$ cat config.mk
export PLATFORM = sky130hd
export DESIGN_NAME = vtri_regs
export DESIGN_NICKNAME = d
export VERILOG_FILES = /design/src/design/vtri_pkg.sv /design/src/design/vtri_regs.sv
export SDC_FILE = /design/constraint.sdc
export NUM_CORES = 1
export LEC_CHECK = 0
export ABC_AREA = 1
export BUFFER_PORTS_ARGS = -buffer_cell sky130_fd_sc_hd__buf_2
export CORE_MARGIN = 2
export CORE_UTILIZATION = 55
export CTS_CLUSTER_DIAMETER = 150
export DETAILED_ROUTE_END_ITERATION = 16
export MAX_ROUTING_LAYER = met4
export PLACE_DENSITY = 0.82
export SETUP_SLACK_MARGIN = 0.2
export SLEW_MARGIN = 5
export SYNTH_ARGS = -nofsm -noshare
export SYNTH_HDL_FRONTEND = slang
export SYNTH_SLANG_ARGS = --single-unit
export TNS_END_PERCENT = 1
$ cat constraint.sdc
create_clock -name clk -period 3 [get_ports clk]
set_input_delay 0.3 -clock clk [delete_from_list [all_inputs] [get_ports clk]]
set_output_delay 0.3 -clock clk [all_outputs]
set_load 0.02 [all_outputs]
$ cat src/design/vtri_pkg.sv
// Shared types and constants of the video terminal register interface.
// Depends on nothing; vtri_regs and the top level use it by scoped names.
package vtri_pkg;

    // Item function codes; the codes five to seven are unused.
    typedef enum logic [2:0] {
        FUNC_READ  = 3'd0,
        FUNC_WRITE = 3'd1,
        FUNC_KEY   = 3'd2,
        FUNC_BLINK = 3'd3,
        FUNC_FETCH = 3'd4
    } vtri_func_t;

    // Bus bit offsets on page 0.
    localparam logic [3:0] OFF_STORE    = 4'd8;
    localparam logic [3:0] OFF_MOVE     = 4'd10;
    localparam logic [3:0] OFF_BLINK_EN = 4'd11;
    localparam logic [3:0] OFF_IRQ_EN   = 4'd12;
    localparam logic [3:0] OFF_DUAL     = 4'd13;
    localparam logic [3:0] OFF_SHOW     = 4'd14;

    // Bus bit offsets on page 1.
    localparam logic [3:0] OFF_CURSOR_TOP = 4'd10;
    localparam logic [3:0] OFF_CURSOR_SHOW = 4'd12;
    localparam logic [3:0] OFF_KEY_ACK    = 4'd13;
    localparam logic [3:0] OFF_BEEP       = 4'd14;

    // Page switch, valid on both pages.
    localparam logic [3:0] OFF_PAGE = 4'd15;

    // Configuration register indexes.
    localparam logic CFG_LARGE_SCREEN = 1'b0;
    localparam logic CFG_EIGHT_BIT    = 1'b1;

    // Cursor masks and code mask.
    localparam logic [10:0] CURSOR_MASK_SMALL = 11'h3ff;
    localparam logic [10:0] CURSOR_MASK_LARGE = 11'h7ff;
    localparam logic [7:0]  CODE_MASK_7       = 8'h7f;

    // Side information carried from the accept cycle to the result cycle.
    typedef struct packed {
        logic       rd_from_mem;
        logic [7:0] rd_imm;
        logic       fetch;
        logic       shown;
        logic       dual;
        logic       eight;
        logic       hit;
        logic       irq;
        logic       beep;
    } vtri_side_t;

endpackage

$ cat src/design/vtri_regs.sv
// Control registers, bus decode and memory request generation.
// Depends on vtri_pkg.
module vtri_regs #(
    parameter int SCREEN_BYTES = 2048
) (
    input  logic                            clk,
    input  logic                            rst_n,
    input  logic                            go,
    input  logic [2:0]                      func,
    input  logic [3:0]                      bit_offset,
    input  logic                            bit_value,
    input  logic [7:0]                      key_code,
    input  logic [10:0]                     cell_address,
    input  logic                            cfg_write,
    input  logic                            cfg_index,
    input  logic                            cfg_data,
    output logic                            mem_we,
    output logic [$clog2(SCREEN_BYTES)-1:0] mem_waddr,
    output logic [7:0]                      mem_wdata,
    output logic [$clog2(SCREEN_BYTES)-1:0] mem_raddr,
    output logic                            done,
    output vtri_pkg::vtri_side_t            side
);

    localparam int AW = $clog2(SCREEN_BYTES);

    // Reduce an 11-bit address modulo the screen size; for a size of 1024 or more
    // the value stays below twice the size, so one compare and subtract is enough.
    function automatic logic [AW-1:0] mem_index(input logic [10:0] a);
        logic [11:0] wide;
        begin
            wide = {1'b0, a};
            if (wide >= 12'(SCREEN_BYTES))
            begin
                wide = wide - 12'(SCREEN_BYTES);
            end
            return wide[AW-1:0];
        end
    endfunction

    logic        large_screen_reg;
    logic        eight_bit_reg;
    logic [7:0]  write_byte_reg, write_byte_next;
    logic [10:0] cursor_reg, cursor_next;
    logic [7:0]  key_latch_reg, key_latch_next;
    logic        key_ready_reg, key_ready_next;
    logic        irq_en_reg, irq_en_next;
    logic        show_reg, show_next;
    logic        dual_reg, dual_next;
    logic        cursor_shown_reg, cursor_shown_next;
    logic        blinks_reg, blinks_next;
    logic        phase_reg, phase_next;
    logic        page_reg, page_next;
    logic        prior_page_reg, prior_page_next;
    logic        done_reg;
    vtri_pkg::vtri_side_t side_reg, side_next;
    logic [10:0] cursor_mask;

    assign cursor_mask = large_screen_reg ? vtri_pkg::CURSOR_MASK_LARGE
                                          : vtri_pkg::CURSOR_MASK_SMALL;

    // Memory addresses: a fetch reads its cell, everything else the cursor.
    assign mem_raddr = (vtri_pkg::vtri_func_t'(func) == vtri_pkg::FUNC_FETCH)
                       ? mem_index(cell_address) : mem_index(cursor_reg);
    assign mem_waddr = mem_index(cursor_reg);
    assign mem_wdata = write_byte_reg;

    // Decode of one item and next-state logic.
    always_comb
    begin
        logic [10:0] cursor_bits;
        cursor_bits       = cursor_reg;
        write_byte_next   = write_byte_reg;
        cursor_next       = cursor_reg;
        key_latch_next    = key_latch_reg;
        key_ready_next    = key_ready_reg;
        irq_en_next       = irq_en_reg;
        show_next         = show_reg;
        dual_next         = dual_reg;
        cursor_shown_next = cursor_shown_reg;
        blinks_next       = blinks_reg;
        phase_next        = phase_reg;
        page_next         = page_reg;
        prior_page_next   = prior_page_reg;
        side_next         = '0;
        mem_we            = 1'b0;
        if (go)
        begin
            unique case (vtri_pkg::vtri_func_t'(func))
                vtri_pkg::FUNC_READ:
                begin
                    if (!page_reg)
                    begin
                        if (!bit_offset[0])
                        begin
                            side_next.rd_from_mem = 1'b1;
                        end
                        else
                        begin
                            side_next.rd_imm = {key_ready_reg, key_latch_reg[6:0]};
                        end
                    end
                    else if (!bit_offset[0])
                    begin
                        side_next.rd_imm = cursor_reg[7:0];
                    end
                    else
                    begin
                        side_next.rd_imm = {key_ready_reg, 1'b0, prior_page_reg, 1'b0,
                                            key_latch_reg[7], cursor_reg[10:8]};
                    end
                end
                vtri_pkg::FUNC_WRITE:
                begin
                    if (bit_offset == vtri_pkg::OFF_PAGE)
                    begin
                        prior_page_next = page_reg;
                        page_next       = bit_value;
                    end
                    else if (!page_reg)
                    begin
                        // Page 0: data byte, store, cursor move and enables.
                        if (!bit_offset[3])
                        begin
                            write_byte_next[bit_offset[2:0]] = bit_value;
                        end
                        else if (bit_offset == vtri_pkg::OFF_STORE)
                        begin
                            mem_we = 1'b1;
                        end
                        else if (bit_offset == vtri_pkg::OFF_MOVE)
                        begin
                            cursor_next = (bit_value ? cursor_reg - 11'd1
                                                     : cursor_reg + 11'd1) & cursor_mask;
                        end
                        else if (bit_offset == vtri_pkg::OFF_BLINK_EN)
                        begin
                            blinks_next = bit_value;
                        end
                        else if (bit_offset == vtri_pkg::OFF_IRQ_EN)
                        begin
                            irq_en_next = bit_value;
                        end
                        else if (bit_offset == vtri_pkg::OFF_DUAL)
                        begin
                            dual_next = bit_value;
                        end
                        else if (bit_offset == vtri_pkg::OFF_SHOW)
                        begin
                            show_next = bit_value;
                        end
                    end
                    else
                    begin
                        // Page 1: cursor bits, cursor show, key ack and beep.
                        if (bit_offset <= vtri_pkg::OFF_CURSOR_TOP)
                        begin
                            cursor_bits[bit_offset] = bit_value;
                            cursor_next = cursor_bits & cursor_mask;
                        end
                        else if (bit_offset == vtri_pkg::OFF_CURSOR_SHOW)
                        begin
                            cursor_shown_next = bit_value;
                        end
                        else if (bit_offset == vtri_pkg::OFF_KEY_ACK)
                        begin
                            key_ready_next = 1'b0;
                        end
                        else if (bit_offset == vtri_pkg::OFF_BEEP)
                        begin
                            side_next.beep = 1'b1;
                        end
                    end
                end
                vtri_pkg::FUNC_KEY:
                begin
                    if (!key_ready_reg)
                    begin
                        key_latch_next = key_code;
                        key_ready_next = 1'b1;
                    end
                end
                vtri_pkg::FUNC_BLINK:
                begin
                    phase_next = ~phase_reg;
                end
                vtri_pkg::FUNC_FETCH:
                begin
                    side_next.fetch = 1'b1;
                    side_next.shown = show_reg;
                    side_next.dual  = dual_reg;
                    side_next.eight = eight_bit_reg;
                    side_next.hit   = (cell_address == cursor_reg) && cursor_shown_reg
                                      && (!blinks_reg || phase_reg);
                end
                default:
                begin
                    side_next.rd_imm = '0;
                end
            endcase
        end
        side_next.irq = irq_en_next && key_ready_next;
    end

    // State registers and configuration writes.
    always_ff @(posedge clk or negedge rst_n)
    begin
        if (!rst_n)
        begin
            large_screen_reg <= 1'b1;
            eight_bit_reg    <= 1'b0;
            write_byte_reg   <= '0;
            cursor_reg       <= '0;
            key_latch_reg    <= '0;
            key_ready_reg    <= 1'b0;
            irq_en_reg       <= 1'b0;
            show_reg         <= 1'b0;
            dual_reg         <= 1'b0;
            cursor_shown_reg <= 1'b0;
            blinks_reg       <= 1'b0;
            phase_reg        <= 1'b0;
            page_reg         <= 1'b0;
            prior_page_reg   <= 1'b0;
            done_reg         <= 1'b0;
        end
        else
        begin
            if (cfg_write)
            begin
                if (cfg_index == vtri_pkg::CFG_LARGE_SCREEN)
                begin
                    large_screen_reg <= cfg_data;
                end
                else
                begin
                    eight_bit_reg <= cfg_data;
                end
            end
            write_byte_reg   <= write_byte_next;
            cursor_reg       <= cursor_next;
            key_latch_reg    <= key_latch_next;
            key_ready_reg    <= key_ready_next;
            irq_en_reg       <= irq_en_next;
            show_reg         <= show_next;
            dual_reg         <= dual_next;
            cursor_shown_reg <= cursor_shown_next;
            blinks_reg       <= blinks_next;
            phase_reg        <= phase_next;
            page_reg         <= page_next;
            prior_page_reg   <= prior_page_next;
            done_reg         <= go;
        end
    end

    // Side information for the result beat.
    always_ff @(posedge clk)
    begin
        side_reg <= side_next;
    end

    assign done = done_reg;
    assign side = side_reg;

endmodule

==> results by group <==
Clock tree
  – Clock transition at path regs: 100 ps
  – CTS Buffer Depth: 2
  – Hold Buf Count CTS: 0
  – H-tree Lvls: 2
  – Post-CTS Setup Inserts: 0
  – Clk_lat worst skew: about 330 ps
  – CTS buffer count: 5
  – CTS tree: done
  – Clk sinks: 55
  – Post-CTS sizing: 0
  – Root Driver: clkbuf_8

Synth
  – EDFF count, synth: 0
  – Most used DFF post-synth: dfrtp_1
  – Syn Std Cell Area: 0.00324 mm^2
  – Distinct cells, synth: 38
  – Post-synth top area cell: dfrtp_1
  – Top post-synthesis cells by area: dfrtp_1, nand2_1, dfxtp_1
  – Most numerous cell in the Yosys netlist: nand2_1
  – Async set or reset register ratio after synthesis: 70.9%
  – Syn_nets: 486
  – Number of synthesized register bits: 55
  – Cell count after synthesis: 443
  – Fraction of the yosys area taken by sequential cells: 40.0%
  – YS warnings: 0
  – Post-synth top area share: 29.3%
  – Syn_area_per_cell: 7.32 um^2
  – Top cells by count, synth: nand2_1, inv_1, nor2_1

Final layout
  – Fillers: 505
  – Multi-input gate area: 0.00168 mm^2
  – Reg area: 0.00130 mm^2
  – Final instance area: 0.00380 mm^2
  – Nets: 567
  – Antenna cells: 0
  – Area grow syn2layout: 17.2%
  – Max reg flops: 16
  – Layout cell share with drive strength beyond 1: 22.1%

Global routing
  – First-pass GRT wire length: 13.8 mm
  – Congestion Overflow GR: 0
  – Initial antenna violation count: 0
  – Vias in the first global route: 2,980
  – Largest net degree at the start of global routing: 40
  – Total Routing Usage GR: between 20 and 30%

Placed design
  – Final GP Congestion: 0.951
  – Input/output buffers: 80
  – DP Area: between 0.003 and 0.004 mm^2
  – Pre-CTS setup slack: slightly below 800 ps
  – DPL Wire Length: 6.52 mm

Detailed routing
  – 1st-pass router iterations: 5
  – Wire length per cell: 14.5 um
  – Via count: 3,303
  – Post-route DRC: 0
  – DRT iter0 DRCs: 319
  – Wirelength, routed: 8.65 mm
  – Post-route ant nets: 0
  – Vias per cell: 5.53

Status
  – Outcome: completed

STA
  – FMAX: 0.461 GHz
  – Final WS setup: roughly 830 ps
  – Fin crit share: 72.3%
  – Max-slew violations: 0
  – Final hold vios: 0
  – Hold slack: 103 ps
  – Unrepaired setup endpoints after global routing: false
  – Setup total negative slack: 0 ps
  – Fin crit period: 2170 ps
  – Actual slew at the worst max-slew pin: a little over 900 ps
  – Slew margin rel.: 38.8%
  – Setup-violating endpoint count in the final report: 0
  – Worst Clk Skew: 14.1 ps

Job
  – Max Cap Viol: 0

Worst setup path
  – RR Endpoint: mem_waddr[6]
  – WP data required: 2700 ps
  – Critical R2R Launch: mem_waddr[0]
  – R2R setup slack: 1110 ps
  – R2R depth: 9
  – Crit path max fanout: 24
  – Worst Setup End Kind: output port
  – Critical path class: reg -> out
  – Data arrival time of the critical path: ~1900 ps
  – Worst setup SP type: flip-flop

Die
  – Die height: 80.8 um
  – Die Footprint: 0.00653 mm^2
  – Die width: just over 80 um
  – Placeable Area: 0.00561 mm^2
  – Rows: 27
  – I/O pin count: 81
  – Starting Density: around 58%

Worst hold path
  – HP Class: in -> async

Pwr
  – Leakage: 1.96 nW
  – Power density cells: 544 mW/mm^2
  – Final Power: 2.07 mW
  – Max VDD drop: 0.000302 V
-- stage by stage --
step | util (%) | std cells
floorplan | - | 443
global placement | 66.2 | 589
detailed placement | 66.2 | 589
CTS | 67.8 | 597
global route | 67.8 | 597
finish | 67.8 | 597
-- routing by layer --
layer | up-vias | wire, um | track usage (%)
li1 | 1620 | - | -
met1 | 1543 | 3750 | 37.5
met2 | 131 | 4180 | 46.3
met3 | 9 | 627 | 4.33
met4 | 0 | 95 | 7.80
met5 | - | 0 | -
-- worst max path at each step --
| stage | endpoint | start | cells after the start |
|---|---|---|---|
| after floorplan | mem_we | go | 6 |
| after global placement | mem_waddr[6] | bit_value | 10 |
| after detailed placement | mem_waddr[6] | bit_value | 10 |
| after CTS | mem_we | page_reg | 5 |
| after global routing | mem_we | page_reg | 5 |
| final | mem_we | page_reg | 5 |
-- kinds of logic after synthesis --
logic type	Yosys count	share of synthesized area (%)
AOI/OAI and AO/OA	96	16.2
xor gates and xnor gates	7	1.89
adders and majority gates	10	4.09
buffers and inverters	69	8.29
DFF	55	40.0
muxes	7	2.43
and+or+nand+nor	199	27.1
-- area by class of cell --
| cell class | count | share of cell area, % |
|---|---|---|
| Tap cell | 72 | 2.37 |
| Multi-Input combinational cell | 319 | 44.1 |
| Inverter | 61 | 6.09 |
| Clock buffer | 5 | 1.81 |
| Sequential cell | 55 | 34.1 |
| Clock inverter | 3 | 0.592 |
| Timing Repair Buffer | 82 | 10.9 |
-- where the power goes --
part | total, mW | switching, mW | internal (mW)
sequential | 0.917 | 0.0859 | 0.831
clock | 0.438 | 0.270 | 0.168
combinational | 0.714 | 0.453 | 0.260
total | 2.07 | 0.809 | 1.26
-- cell usage in the layout, fill, tap and decap left out, drive strengths merged, types with 8 or more instances in the layout --
cell	Yosys	routed
dfxtp	16	16
nand3	27	27
nand2	104	104
dfrtp	38	38
a21oi	35	35
buf	4	82
ha	9	9
inv	61	62
a31oi	8	8
nor2	52	52
o21ai	42	42
-- critical path: stages, from the launching register on --
cell	delay, ps
dfrtp_1	660
nor2_2	200
buf_4	190
inv_1	100
nor4_1	180
buf_2	210
(Power assumes the default switching activity.)
